`src/rtl/tbpc_pkg.sv`:
```
// Shared types, codes and the control store of the blind position controller.
// Depends on nothing; every other file of the block imports it.
`default_nettype none
package tbpc_pkg;

   localparam int TIME_W    = 20;
   localparam int DVD_W     = 27;
   localparam int CNT_W     = $clog2(DVD_W + 1);
   localparam int PCT_W     = 7;
   localparam int TGT_W     = 8;
   localparam int CMD_W     = 2;
   localparam int MOT_W     = 2;
   localparam int EV_W      = 2;
   localparam int TICK_W    = 4;
   localparam int CFG_IDX_W = 3;
   localparam int STEP_W    = 3;
   localparam int COND_W    = 2;
   localparam int REQ_W     = 16;
   localparam int RSP_W     = 24;

   localparam int STEP_TICKS_DEF = 10;

   // floor(x / 100) as (x * PCT_RECIP) >> PCT_SHIFT, exact for x below 2^30
   localparam int PCT_SHIFT = 33;

   localparam logic [TIME_W-1:0] OPEN_TIME_RST  = 20'd30000;
   localparam logic [TIME_W-1:0] CLOSE_TIME_RST = 20'd30000;
   localparam logic [DVD_W-1:0]  PCT_RECIP      = 27'd85899346;
   localparam logic [DVD_W-1:0]  PCT_SCALE      = 27'd100;
   localparam logic [PCT_W-1:0]  PCT_FULL       = 7'd100;
   localparam logic [TGT_W-1:0]  TGT_MAX        = 8'd100;

   localparam logic [CMD_W-1:0] CMD_TICK = 2'd0;
   localparam logic [CMD_W-1:0] CMD_MOVE = 2'd1;
   localparam logic [CMD_W-1:0] CMD_STOP = 2'd2;
   localparam logic [CMD_W-1:0] CMD_SET  = 2'd3;

   localparam logic [MOT_W-1:0] MOT_IDLE  = 2'd0;
   localparam logic [MOT_W-1:0] MOT_OPEN  = 2'd1;
   localparam logic [MOT_W-1:0] MOT_CLOSE = 2'd2;

   localparam logic [EV_W-1:0] EV_NONE  = 2'd0;
   localparam logic [EV_W-1:0] EV_START = 2'd1;
   localparam logic [EV_W-1:0] EV_STOP  = 2'd2;

   localparam logic [CFG_IDX_W-1:0] REG_OPEN_TIME  = 3'd0;
   localparam logic [CFG_IDX_W-1:0] REG_CLOSE_TIME = 3'd1;
   localparam logic [CFG_IDX_W-1:0] REG_ENABLED    = 3'd2;
   localparam logic [CFG_IDX_W-1:0] REG_INVERT     = 3'd3;
   localparam logic [CFG_IDX_W-1:0] REG_SWAP       = 3'd4;

   localparam logic [COND_W-1:0] COND_NEVER     = 2'd0;
   localparam logic [COND_W-1:0] COND_NO_ACCEPT = 2'd1;
   localparam logic [COND_W-1:0] COND_BUSY      = 2'd2;
   localparam logic [COND_W-1:0] COND_OUT_BUSY  = 2'd3;

   localparam logic [STEP_W-1:0] ST_FETCH  = 3'd0;
   localparam logic [STEP_W-1:0] ST_EVAL   = 3'd1;
   localparam logic [STEP_W-1:0] ST_WAIT1  = 3'd2;
   localparam logic [STEP_W-1:0] ST_APPLY  = 3'd3;
   localparam logic [STEP_W-1:0] ST_START2 = 3'd4;
   localparam logic [STEP_W-1:0] ST_WAIT2  = 3'd5;
   localparam logic [STEP_W-1:0] ST_DECIDE = 3'd6;

   typedef struct packed {
      logic              accept_en;
      logic              tick_eval;
      logic              div1_start;
      logic              apply;
      logic              div2_start;
      logic              decide;
      logic [COND_W-1:0] cond;
      logic [STEP_W-1:0] target;
      logic              last;
   } ctrl_type;

   typedef struct packed {
      logic accept;
      logic div_busy;
      logic out_busy;
   } cond_type;

   function automatic ctrl_type ucode_rom(input logic [STEP_W-1:0] step);
      ctrl_type w;
      w = '0;
      case (step)
         ST_FETCH: begin
            w.accept_en = 1'b1;
            w.cond      = COND_NO_ACCEPT;
            w.target    = ST_FETCH;
         end
         ST_EVAL: begin
            w.tick_eval  = 1'b1;
            w.div1_start = 1'b1;
         end
         ST_WAIT1: begin
            w.cond   = COND_BUSY;
            w.target = ST_WAIT1;
         end
         ST_APPLY: begin
            w.apply = 1'b1;
         end
         ST_START2: begin
            w.div2_start = 1'b1;
         end
         ST_WAIT2: begin
            w.cond   = COND_BUSY;
            w.target = ST_WAIT2;
         end
         ST_DECIDE: begin
            w.decide = 1'b1;
            w.cond   = COND_OUT_BUSY;
            w.target = ST_DECIDE;
            w.last   = 1'b1;
         end
         default: begin
            w.last = 1'b1;
         end
      endcase
      return w;
   endfunction

endpackage
`default_nettype wire

```
`src/rtl/tbpc_seq.sv`:
```
// Microcode sequencer: step counter, control store lookup and conditional jumps.
// Depends on tbpc_pkg for the control word, the condition group and the program.
`default_nettype none
module tbpc_seq (
   input  wire logic                       clock,
   input  wire logic                       reset,
   input  wire tbpc_pkg::cond_type         cond,
   output tbpc_pkg::ctrl_type              ctrl,
   output logic [tbpc_pkg::STEP_W-1:0]     step
);
   import tbpc_pkg::*;

   logic [STEP_W-1:0] step_ff;
   logic [STEP_W-1:0] step_in;
   logic              take;

   assign ctrl = ucode_rom(step_ff);
   assign step = step_ff;

   always_comb begin
      case (ctrl.cond)
         COND_NEVER:     take = 1'b0;
         COND_NO_ACCEPT: take = !cond.accept;
         COND_BUSY:      take = cond.div_busy;
         COND_OUT_BUSY:  take = cond.out_busy;
         default:        take = 1'b0;
      endcase
      if (take) begin
         step_in = ctrl.target;
      end else if (ctrl.last) begin
         step_in = ST_FETCH;
      end else begin
         step_in = step_ff + 1'b1;
      end
   end

   always_ff @(posedge clock) begin
      if (reset) begin
         step_ff <= ST_FETCH;
      end else begin
         step_ff <= step_in;
      end
   end

   assert property (@(posedge clock) disable iff (reset)
                    (ctrl.decide && cond.out_busy) |=> (step_ff == ST_DECIDE))
      else $error("result step left while the output register was full");
   assert property (@(posedge clock) disable iff (reset)
                    (ctrl.accept_en && !cond.accept) |=> (step_ff == ST_FETCH))
      else $error("sequencer left fetch without a transfer");
   assert property (@(posedge clock) disable iff (reset)
                    $onehot0({ctrl.accept_en, ctrl.tick_eval, ctrl.apply, ctrl.decide}))
      else $error("control word drives more than one datapath phase");

endmodule
`default_nettype wire

```
`config.mk`:
```
export PLATFORM = sky130hd
export DESIGN_NAME = tbpc_seq
export DESIGN_NICKNAME = d
export VERILOG_FILES = /design/src/rtl/tbpc_pkg.sv /design/src/rtl/tbpc_seq.sv
export SDC_FILE = /design/constraint.sdc
export NUM_CORES = 1
export LEC_CHECK = 0
export ABC_CLOCK_PERIOD_IN_PS = 1800
export BUFFER_PORTS_ARGS = -buffer_cell sky130_fd_sc_hd__buf_2
export CORE_AREA = 3 3 40 42
export CTS_CLUSTER_DIAMETER = 120
export CTS_CLUSTER_SIZE = 10
export DETAILED_ROUTE_END_ITERATION = 7
export DIE_AREA = 0 0 43 45
export GPL_TIMING_DRIVEN = 0
export SYNTH_ARGS = -nofsm -noshare
export SYNTH_HDL_FRONTEND = slang
export SYNTH_SLANG_ARGS = --single-unit
```
`constraint.sdc`:
```
create_clock -name clock -period 1.8 [get_ports clock]
set_input_delay 0.18 -clock clock [delete_from_list [all_inputs] [get_ports clock]]
set_output_delay 0.18 -clock clock [all_outputs]
set_load 0.03 [all_outputs]
```
==> results.md <==
* Combinational power share at 0.772
* Avg Cell Area, Syn at 8.22 um2
* Register area at 67.6 um2
* Setup TNS at 0 ps
* Placed cell area at 499 um2
* Final period util at 0.971
* Global-route wire length before repair at 1590 um
* Hold Path Class: in -> reg
* DP HPWL at 734 um
* Final worst slack at 52.5 ps
* Core Box Area at 0.00128 mm2
* Critical Path Start Type: flop
* Pwr Density at 1950 mW/mm2
* CTS tree: yes
* CTS Buf Count at 3
* Share of layout cells above drive strength 1 at 0.616
* Slew Viols, Final at 0
* Worst-margin pin slew at 360 ps
* WHS at 345 ps
* Setup WS pre-CTS at -68.5 ps
* Clock Power Share at 0.103
* WHS Path Cells at 3
* NetSw at 632 uW
* Switching share of power at 0.533
* Max VDD drop at 789 uV
* Core Util, Final at 0.473
* Fill cells at 138
* Maximum clock rate at 572 MHz
* Gpl congestion at 0.742
* Critical Path AT at 1570 ps
* Total GRT Usage at 0.110
* DRT iter0 DRCs at 8
* Part of the power in registers at 0.124
* Final Cell Area at 608 um2
* Die extent in x at 43 um
* Worst reg-to-reg path cell count at 4
* Die area at 0.00194 mm2
* Synth cell types at 24
* Worst Skew at 9.30 ps
* Seq cells post-synth at 3
* Final min period at 1750 ps
* Cell row count at 13
* Worst EP required at 1620 ps
* Int Pwr at 553 uW
* Final hold vios at 0
* Crit Path Max Fanout at 9
* Cell count after synthesis at 44
* Register area share after synthesis at 0.166
* # port buffers at 19
* # DRC at 0
* DRT antenna net count at 0
* Routing usage on met2 at 0.189
* Clk sink count at 3
* ANT cells at 0
* GRT busiest layer: met2
* Syn_nets at 54
* WL/cell at 11.9 um
* Clk_lat worst skew at 240 ps
* First drt pass iteration count at 3
* Vias in the first global route at 373
* Rel. slew slack at 0.760
* Area Overhead vs Synth at 68.2%
* Initial antenna violation count at 0
* Global route overflow at 0
* Final setup fails at 0
* Crit. End Element: primary output
* P_leak at 0.000333 uW
* Vias at 400
* Root Buffer Master: clkbuf_4
* Max-Cap Viols at 0
* Number of flip-flops in the largest register at 3
* Via density at 4.55
* Number of H-tree levels at 1
* Clock Path Buffers at 2
* M1 GR Usage at 0.126
* Status: finished clean
* Multi-input gate area in the final layout at 304 um2
* Starting Density at 0.281
* Met3 GRT Util at 0.0438
* Nets at 84
* Clock slew at reported path FFs at 40 ps
* WS Path Type: reg -> out
* CTS Hold Bufs at 0
* Height of the die at 45 um
* Post-Syn Area at 362 um2
* I/O pins at 20
* Final wirelength at 1040 um
* Warnings, synthesis at 0
* Largest net degree at the start of global routing at 10
[path summary, 6_finish.rpt]
kind              endpoint  slack (ps)     from
hold reg to reg    step[1]         750  step[0]
hold / removal     step[0]         350    reset
setup reg to reg   step[0]          80  step[2]
setup / recovery   ctrl[5]          50  step[0]
[critical path: stages, from the launching register on]
cell,delay [ps]
dfxtp_4,350
buf_4,170
ha_1,280
o21ai_2,230
o21ai_2,120
buf_2,190
[cells by family (layout without fill, tap and decap cells)]
kind of cell | after synthesis | after routing | share of synthesized area
AOI/OAI and AO/OA | 8 | 8 | 0.170
adders and majority gates | 5 | 5 | 0.173
buffers and inverters | 11 | 40 | 0.125
DFF | 3 | 3 | 0.166
muxes | 3 | 3 | 0.0969
and+or+nand+nor | 14 | 14 | 0.270
[timing repair]
item,4_1_cts,5_1_grt
resized for setup,4,5
pin swaps,0,3
endpoints found under the hold margin,0,0
buffers inserted,2,4
setup endpoints to repair,3,5
[layer usage]
| layer | vias to the layer above | part of all wire |
|---|---|---|
| met3 | 0 | 0.10 |
| met2 | 18 | 0.48 |
| met5 | - | 0 |
| met1 | 176 | 0.42 |
| met4 | 0 | 0 |
| li1 | 206 | - |
[layout by cell type (no fill, tap or decap), types with 2 or more instances in the layout]
cell type  instances
nor2_1             3
dfxtp_4            2
nand2_1            2
clkbuf_4           3
inv_1              9
a31o_1             2
o21ai_2            2
buf_2             18
buf_4              7
ha_1               3
[through the flow]
step	cells	power, uW
2_1_floorplan	44	733
3_3_place_gp	78	903
3_5_place_dp	78	909
4_1_cts	84	1100
5_1_grt	88	1260
6_report	88	1190
[cell type report]
| class | instances | area share |
|---|---|---|
| multi-input combinational | 30 | 0.500 |
| timing repair buffer | 25 | 0.241 |
| sequential | 3 | 0.111 |
| inverter | 10 | 0.0617 |
| clock buffer | 4 | 0.0432 |
| tap | 15 | 0.0309 |
| buffer | 1 | 0.0123 |
[Yosys cell counts]
cell type / n / area, um2
inv_1: 10 / 37.5
ha_1: 5 / 62.6
dfxtp_1: 3 / 60.1
nor2_1: 3 / 11.3
a31o_1: 2 / 17.5
mux2i_1: 2 / 20.0
nand2_1: 2 / 7.51
a21oi_1: 1 / 5.00
a311oi_1: 1 / 8.76
and2_2: 1 / 7.51
and2b_2: 1 / 8.76
and4bb_1: 1 / 12.5
buf_4: 1 / 7.51
mux2_4: 1 / 15.0
nand2b_1: 1 / 6.26
nand2b_4: 1 / 13.8
nor2_2: 1 / 6.26
nor2b_2: 1 / 8.76
nor3_1: 1 / 5.00
o21ai_0: 1 / 5.00
o21ai_1: 1 / 5.00
o31ai_1: 1 / 7.51
o31ai_2: 1 / 12.5
or4b_1: 1 / 10.0
[power groups by stage]
stage / combinational (uW) / clock, uW / sequential, uW
6_report: 915 / 122 / 147
5_1_grt: 978 / 133 / 151
4_1_cts: 840 / 122 / 137
3_3_place_gp: 743 / 0 / 160
2_1_floorplan: 537 / 0 / 196
3_5_place_dp: 748 / 0 / 161
Note: power is estimated with default switching activity, not from simulation.
