`config.mk`:
```
export PLATFORM = sky130hd
export DESIGN_NAME = tbpc_div
export DESIGN_NICKNAME = d
export VERILOG_FILES = /design/src/rtl/tbpc_pkg.sv /design/src/rtl/tbpc_div.sv
export SDC_FILE = /design/constraint.sdc
export NUM_CORES = 1
export LEC_CHECK = 0
export BUFFER_PORTS_ARGS = -buffer_cell sky130_fd_sc_hd__buf_2
export CAP_MARGIN = 20
export CORE_MARGIN = 2
export CORE_UTILIZATION = 25
export CTS_BUF_LIST = sky130_fd_sc_hd__clkbuf_8
export DETAILED_ROUTE_END_ITERATION = 7
export GPL_ROUTABILITY_DRIVEN = 0
export GPL_TIMING_DRIVEN = 0
export PLACE_DENSITY_LB_ADDON = 0.3
export RECOVER_POWER = 100
export SYNTH_ARGS = -nofsm -noshare
export SYNTH_HDL_FRONTEND = slang
export SYNTH_SLANG_ARGS = --single-unit
```
`constraint.sdc`:
```
create_clock -name clock -period 3.3 [get_ports clock]
set_input_delay 0.825 -clock clock [delete_from_list [all_inputs] [get_ports clock]]
set_output_delay 0.825 -clock clock [all_outputs]
set_load 0.01 [all_outputs]
```
`src/rtl/tbpc_pkg.sv`:
```
// Shared types, codes and the control store of the blind position controller.
// Depends on nothing; every other file of the block imports it.
`default_nettype none
package tbpc_pkg;

   localparam int TIME_W    = 20;
   localparam int DVD_W     = 27;
   localparam int CNT_W     = $clog2(DVD_W + 1);
   localparam int PCT_W     = 7;
   localparam int TGT_W     = 8;
   localparam int CMD_W     = 2;
   localparam int MOT_W     = 2;
   localparam int EV_W      = 2;
   localparam int TICK_W    = 4;
   localparam int CFG_IDX_W = 3;
   localparam int STEP_W    = 3;
   localparam int COND_W    = 2;
   localparam int REQ_W     = 16;
   localparam int RSP_W     = 24;

   localparam int STEP_TICKS_DEF = 10;

   // floor(x / 100) as (x * PCT_RECIP) >> PCT_SHIFT, exact for x below 2^30
   localparam int PCT_SHIFT = 33;

   localparam logic [TIME_W-1:0] OPEN_TIME_RST  = 20'd30000;
   localparam logic [TIME_W-1:0] CLOSE_TIME_RST = 20'd30000;
   localparam logic [DVD_W-1:0]  PCT_RECIP      = 27'd85899346;
   localparam logic [DVD_W-1:0]  PCT_SCALE      = 27'd100;
   localparam logic [PCT_W-1:0]  PCT_FULL       = 7'd100;
   localparam logic [TGT_W-1:0]  TGT_MAX        = 8'd100;

   localparam logic [CMD_W-1:0] CMD_TICK = 2'd0;
   localparam logic [CMD_W-1:0] CMD_MOVE = 2'd1;
   localparam logic [CMD_W-1:0] CMD_STOP = 2'd2;
   localparam logic [CMD_W-1:0] CMD_SET  = 2'd3;

   localparam logic [MOT_W-1:0] MOT_IDLE  = 2'd0;
   localparam logic [MOT_W-1:0] MOT_OPEN  = 2'd1;
   localparam logic [MOT_W-1:0] MOT_CLOSE = 2'd2;

   localparam logic [EV_W-1:0] EV_NONE  = 2'd0;
   localparam logic [EV_W-1:0] EV_START = 2'd1;
   localparam logic [EV_W-1:0] EV_STOP  = 2'd2;

   localparam logic [CFG_IDX_W-1:0] REG_OPEN_TIME  = 3'd0;
   localparam logic [CFG_IDX_W-1:0] REG_CLOSE_TIME = 3'd1;
   localparam logic [CFG_IDX_W-1:0] REG_ENABLED    = 3'd2;
   localparam logic [CFG_IDX_W-1:0] REG_INVERT     = 3'd3;
   localparam logic [CFG_IDX_W-1:0] REG_SWAP       = 3'd4;

   localparam logic [COND_W-1:0] COND_NEVER     = 2'd0;
   localparam logic [COND_W-1:0] COND_NO_ACCEPT = 2'd1;
   localparam logic [COND_W-1:0] COND_BUSY      = 2'd2;
   localparam logic [COND_W-1:0] COND_OUT_BUSY  = 2'd3;

   localparam logic [STEP_W-1:0] ST_FETCH  = 3'd0;
   localparam logic [STEP_W-1:0] ST_EVAL   = 3'd1;
   localparam logic [STEP_W-1:0] ST_WAIT1  = 3'd2;
   localparam logic [STEP_W-1:0] ST_APPLY  = 3'd3;
   localparam logic [STEP_W-1:0] ST_START2 = 3'd4;
   localparam logic [STEP_W-1:0] ST_WAIT2  = 3'd5;
   localparam logic [STEP_W-1:0] ST_DECIDE = 3'd6;

   typedef struct packed {
      logic              accept_en;
      logic              tick_eval;
      logic              div1_start;
      logic              apply;
      logic              div2_start;
      logic              decide;
      logic [COND_W-1:0] cond;
      logic [STEP_W-1:0] target;
      logic              last;
   } ctrl_type;

   typedef struct packed {
      logic accept;
      logic div_busy;
      logic out_busy;
   } cond_type;

   function automatic ctrl_type ucode_rom(input logic [STEP_W-1:0] step);
      ctrl_type w;
      w = '0;
      case (step)
         ST_FETCH: begin
            w.accept_en = 1'b1;
            w.cond      = COND_NO_ACCEPT;
            w.target    = ST_FETCH;
         end
         ST_EVAL: begin
            w.tick_eval  = 1'b1;
            w.div1_start = 1'b1;
         end
         ST_WAIT1: begin
            w.cond   = COND_BUSY;
            w.target = ST_WAIT1;
         end
         ST_APPLY: begin
            w.apply = 1'b1;
         end
         ST_START2: begin
            w.div2_start = 1'b1;
         end
         ST_WAIT2: begin
            w.cond   = COND_BUSY;
            w.target = ST_WAIT2;
         end
         ST_DECIDE: begin
            w.decide = 1'b1;
            w.cond   = COND_OUT_BUSY;
            w.target = ST_DECIDE;
            w.last   = 1'b1;
         end
         default: begin
            w.last = 1'b1;
         end
      endcase
      return w;
   endfunction

endpackage
`default_nettype wire

```
`src/rtl/tbpc_div.sv`:
```
// Shared serial divider: restoring division, one quotient bit per cycle.
// Depends on tbpc_pkg for the dividend and divisor widths.
`default_nettype none
module tbpc_div (
   input  wire logic                       clock,
   input  wire logic                       reset,
   input  wire logic                       start,
   input  wire logic [tbpc_pkg::DVD_W-1:0]  dividend,
   input  wire logic [tbpc_pkg::TIME_W-1:0] divisor,
   output logic                            busy,
   output logic [tbpc_pkg::DVD_W-1:0]       quotient
);
   import tbpc_pkg::*;

   logic [CNT_W-1:0]  cnt_ff;
   logic [CNT_W-1:0]  cnt_in;
   logic [DVD_W-1:0]  quo_ff;
   logic [DVD_W-1:0]  quo_in;
   logic [TIME_W-1:0] rem_ff;
   logic [TIME_W-1:0] rem_in;
   logic [TIME_W-1:0] dsr_ff;
   logic [TIME_W:0]   trial;
   logic [TIME_W:0]   diff;
   logic              ge;

   assign busy     = (cnt_ff != '0);
   assign quotient = quo_ff;
   assign trial    = {rem_ff, quo_ff[DVD_W-1]};
   assign diff     = trial - {1'b0, dsr_ff};
   assign ge       = (trial >= {1'b0, dsr_ff});

   always_comb begin
      cnt_in = cnt_ff;
      quo_in = quo_ff;
      rem_in = rem_ff;
      if (start) begin
         cnt_in = CNT_W'(DVD_W);
         quo_in = dividend;
         rem_in = '0;
      end else if (busy) begin
         cnt_in = cnt_ff - 1'b1;
         quo_in = {quo_ff[DVD_W-2:0], ge};
         rem_in = ge ? diff[TIME_W-1:0] : trial[TIME_W-1:0];
      end
   end

   always_ff @(posedge clock) begin
      if (reset) begin
         cnt_ff <= '0;
      end else begin
         cnt_ff <= cnt_in;
      end
   end

   always_ff @(posedge clock) begin
      quo_ff <= quo_in;
      rem_ff <= rem_in;
      if (start) begin
         dsr_ff <= divisor;
      end
   end

   assert property (@(posedge clock) disable iff (reset) busy |-> (rem_ff < dsr_ff))
      else $error("divider remainder not below divisor");
   assert property (@(posedge clock) disable iff (reset) busy |-> (dsr_ff != '0))
      else $error("divider running on a zero divisor");
   assert property (@(posedge clock) disable iff (reset) start |=> (cnt_ff == CNT_W'(DVD_W)))
      else $error("divider did not load its count");

endmodule
`default_nettype wire

```
==> flow_summary.toml <==
[status]
outcome = "completed"

[route]
wirelength_mm = 10.3
drc = 0
viasPerCell = 4.74
wire_per_inst_um = 14.6
ant_nets = 0
drt_iter0_markers = 132
dr_total_vias = 3340
dr.pass1.iters = 4

[layout]
n_antenna_cell = 0
fin_nets = 556
multi_input_area_um2 = 2000
fillers = 1714
area_growth_pct = 21.0
seq_area_um2 = 1910
drive_above_1_share_pct = 21.7
finalInstanceArea_um2 = 4950

[floorplanning]
core_area_um2 = 15900
die_h_um = 132
io_pins = 78
die_w_um = 132
rows = 46
dieArea_um2 = 17400
start_util_pct = 25.7

[setup_path]
end_kind = "output port"
worst-path-max-fanout = 10
cp_slowest_cell = "nor4b_4"
worstPathRequired_ns = 2.47
cp_cell_sequence = "inv_1, ha_1, nor4b_4, inv_1, clkbuf_1, buf_2"
worst-path-buf-inv = 4
crit_type = "reg2out"
cp-startpoint = "cnt_ff[0]"
reg2reg_from = "rem_ff[17]"
slowest_delay_ns = 0.38
cpLargestDelayFamily = "buffers and inverters"
cp-start-kind = "flop"
cp.arrival_ns = 2.20
worst_path_most_repeated_cell = "inv_1"

[synth]
synth_edf_count = 47
synth_cells = 394
async_flop_share_pct = 0
synth_cell_types = 54
synth-main-ff-cell = "edfxtp_1"
syn_avg_cell_area_um2 = 10.4
ys_seq_elements = 72
syn_nets = 467
ys_warn_count = 0
synth_area_um2 = 4090
synth_seq_area_share_pct = 46.7

[global_routing]
grt_use_met1_pct = 15.5
grt.busiest_layer = "met2"
antenna_found_initial = 0
grt_usage_pct = 12.1
grt_pass1_vias = 3408
gr-total-overflow = 0
use_met3_pct = 3.73
grtUsageMet2_pct = 19.4
grt_pass1_wl_mm = 17.0
grt_max_degree = 22

[timing]
relSlewSlack_pct = 47.1
post-route-period-util_pct = 91.7
fmax_mhz = 330
fin_worst_skew_ns = 0.0113
slew_viol_final = 0
tightest_slew_ns = 0.793
min_period_ns = 3.03
setup_violations = 0
hold_viol_final = 0
rsz0062_at_grt = "false"

[cts]
cts_hold_buf = 0
cts_root_buf = "clkbuf_8"
worstSkewPairLatency_ns = 0.36
path_clk_slew_ns = 0.09
h-tree-depth = 3
cts_tree = "yes"
numCtsBuffers = 9
clk_path_buf_depth = 2
cts.sinks = 72

[power_and_ir_drop]
p_leak_nw = 2.01
power_mw = 2.72
p_per_area_nw_per_um2 = 549
ir_drop_uv = 242

[place]
hpwl_mm = 7.55
place_area_um2 = 4760
io_buffer_count = 77

[flow_run]
maxCapViolations = 0

[worst_hold_path]
hp-start = "rem_ff[8]"
hp-class = "reg2reg"
==> layout by cell type, fill, tap and decap left out, drive strengths merged, types with 6 or more instances in the layout <==
cell type and instances:
buf 55, a311oi 6, a31oi 6, a211oi 13
clkbuf 52, dfxtp 25, nor2 36, edfxtp 47
xnor2 10, mux2 27, nand3 6, mux2i 7
nor3 9, a21oi 18, ha 22, a21o 8
o21ai 16, inv 33, nand2 26
==> timing repair <==
action	CTS	global route
buffers inserted	0	0
setup endpoints to repair	1	1
gates resized for setup	1	1
==> routing by layer <==
metal / vias up / wire length (um)
met5: - / 0
met4: 0 / 156
met3: 12 / 573
met2: 96 / 4760
met1: 1589 / 4770
li1: 1643 / -
==> through the flow <==
step                      TNS, ns  cells  utilization (%)  setup WS [ns]  hold slack, ns
after detailed placement    -1.35    688             29.9         -0.104           0.495
after floorplan                 0    394                -          0.835           0.471
final                           0    704             31.0          0.273           0.508
after global routing            0    704             31.0          0.102           0.543
after CTS                       0    704             31.2          0.105           0.507
after global placement      -7.84    687             29.8         -0.291           0.491
==> final timing paths <==
| check | slack [ns] | depth (start not counted) | to |
|---|---|---|---|
| worst max register to register | 0.44 | 9 | rem_ff[10] |
| worst max-delay path | 0.27 | 6 | busy |
| worst min register to register | 0.51 | 2 | rem_ff[9] |
| worst min-delay path | 0.51 | 2 | rem_ff[9] |
==> logic make-up (layout without fill, tap and decap cells) <==
| logic type | Yosys count | count (layout) | synth area share, % |
|---|---|---|---|
| xor gates and xnor gates | 15 | 15 | 3.21 |
| AOI/OAI and AO/OA | 91 | 91 | 15.9 |
| muxes | 34 | 34 | 9.14 |
| DFF | 72 | 72 | 46.7 |
| buffers and inverters | 49 | 143 | 4.65 |
| and+or+nand+nor | 110 | 110 | 13.2 |
| adders and majority gates | 23 | 23 | 7.22 |
==> flip-flops by register name (all words and copies together) (netlist names) <==
name      cells
cnt_ff        5
rem_ff       20
quotient     27
dsr_ff       20
==> layout make-up <==
type	instances	area share, %
multi-input combinational	273	40.5
tap	216	5.46
sequential	72	38.6
clock inverter	7	1.69
timing repair buffer	78	7.41
buffer	20	1.62
inverter	29	2.20
clock buffer	9	2.50
==> worst reg2reg max path, delay by kind of cell, from the launching register on <==
kind	cells	cell delay (ns)
DFF	1	0.41
buffers and inverters	2	0.63
and+or+nand+nor	1	0.10
AOI/OAI and AO/OA	5	1.34
adders and majority gates	1	0.25
==> cells in the mapped netlist (all sizes together), types with 6 or more instances <==
cell type / n / area (um^2)
edfxtp: 47 / 1410
a311oi: 6 / 52.6
mux2: 27 / 304
ha: 22 / 275
a21oi: 18 / 90.1
a21o: 8 / 60.1
clkbuf: 14 / 52.6
xnor2: 10 / 87.6
inv: 29 / 109
buf: 6 / 28.8
o21ai: 16 / 83.8
nand2: 26 / 97.6
nand3: 6 / 30.0
dfxtp: 25 / 500
a211oi: 13 / 97.6
nor2: 36 / 135
a31oi: 6 / 52.6
mux2i: 7 / 70.1
nor3: 9 / 45.0
==> where the power goes <==
part           internal [mW]  switching [mW]  leakage (nW)
registers               1.09          0.0741         0.686
logic                  0.339           0.471          1.22
clock network          0.363           0.380         0.103
total                   1.79           0.925          2.01
(Power assumes the default switching activity.)
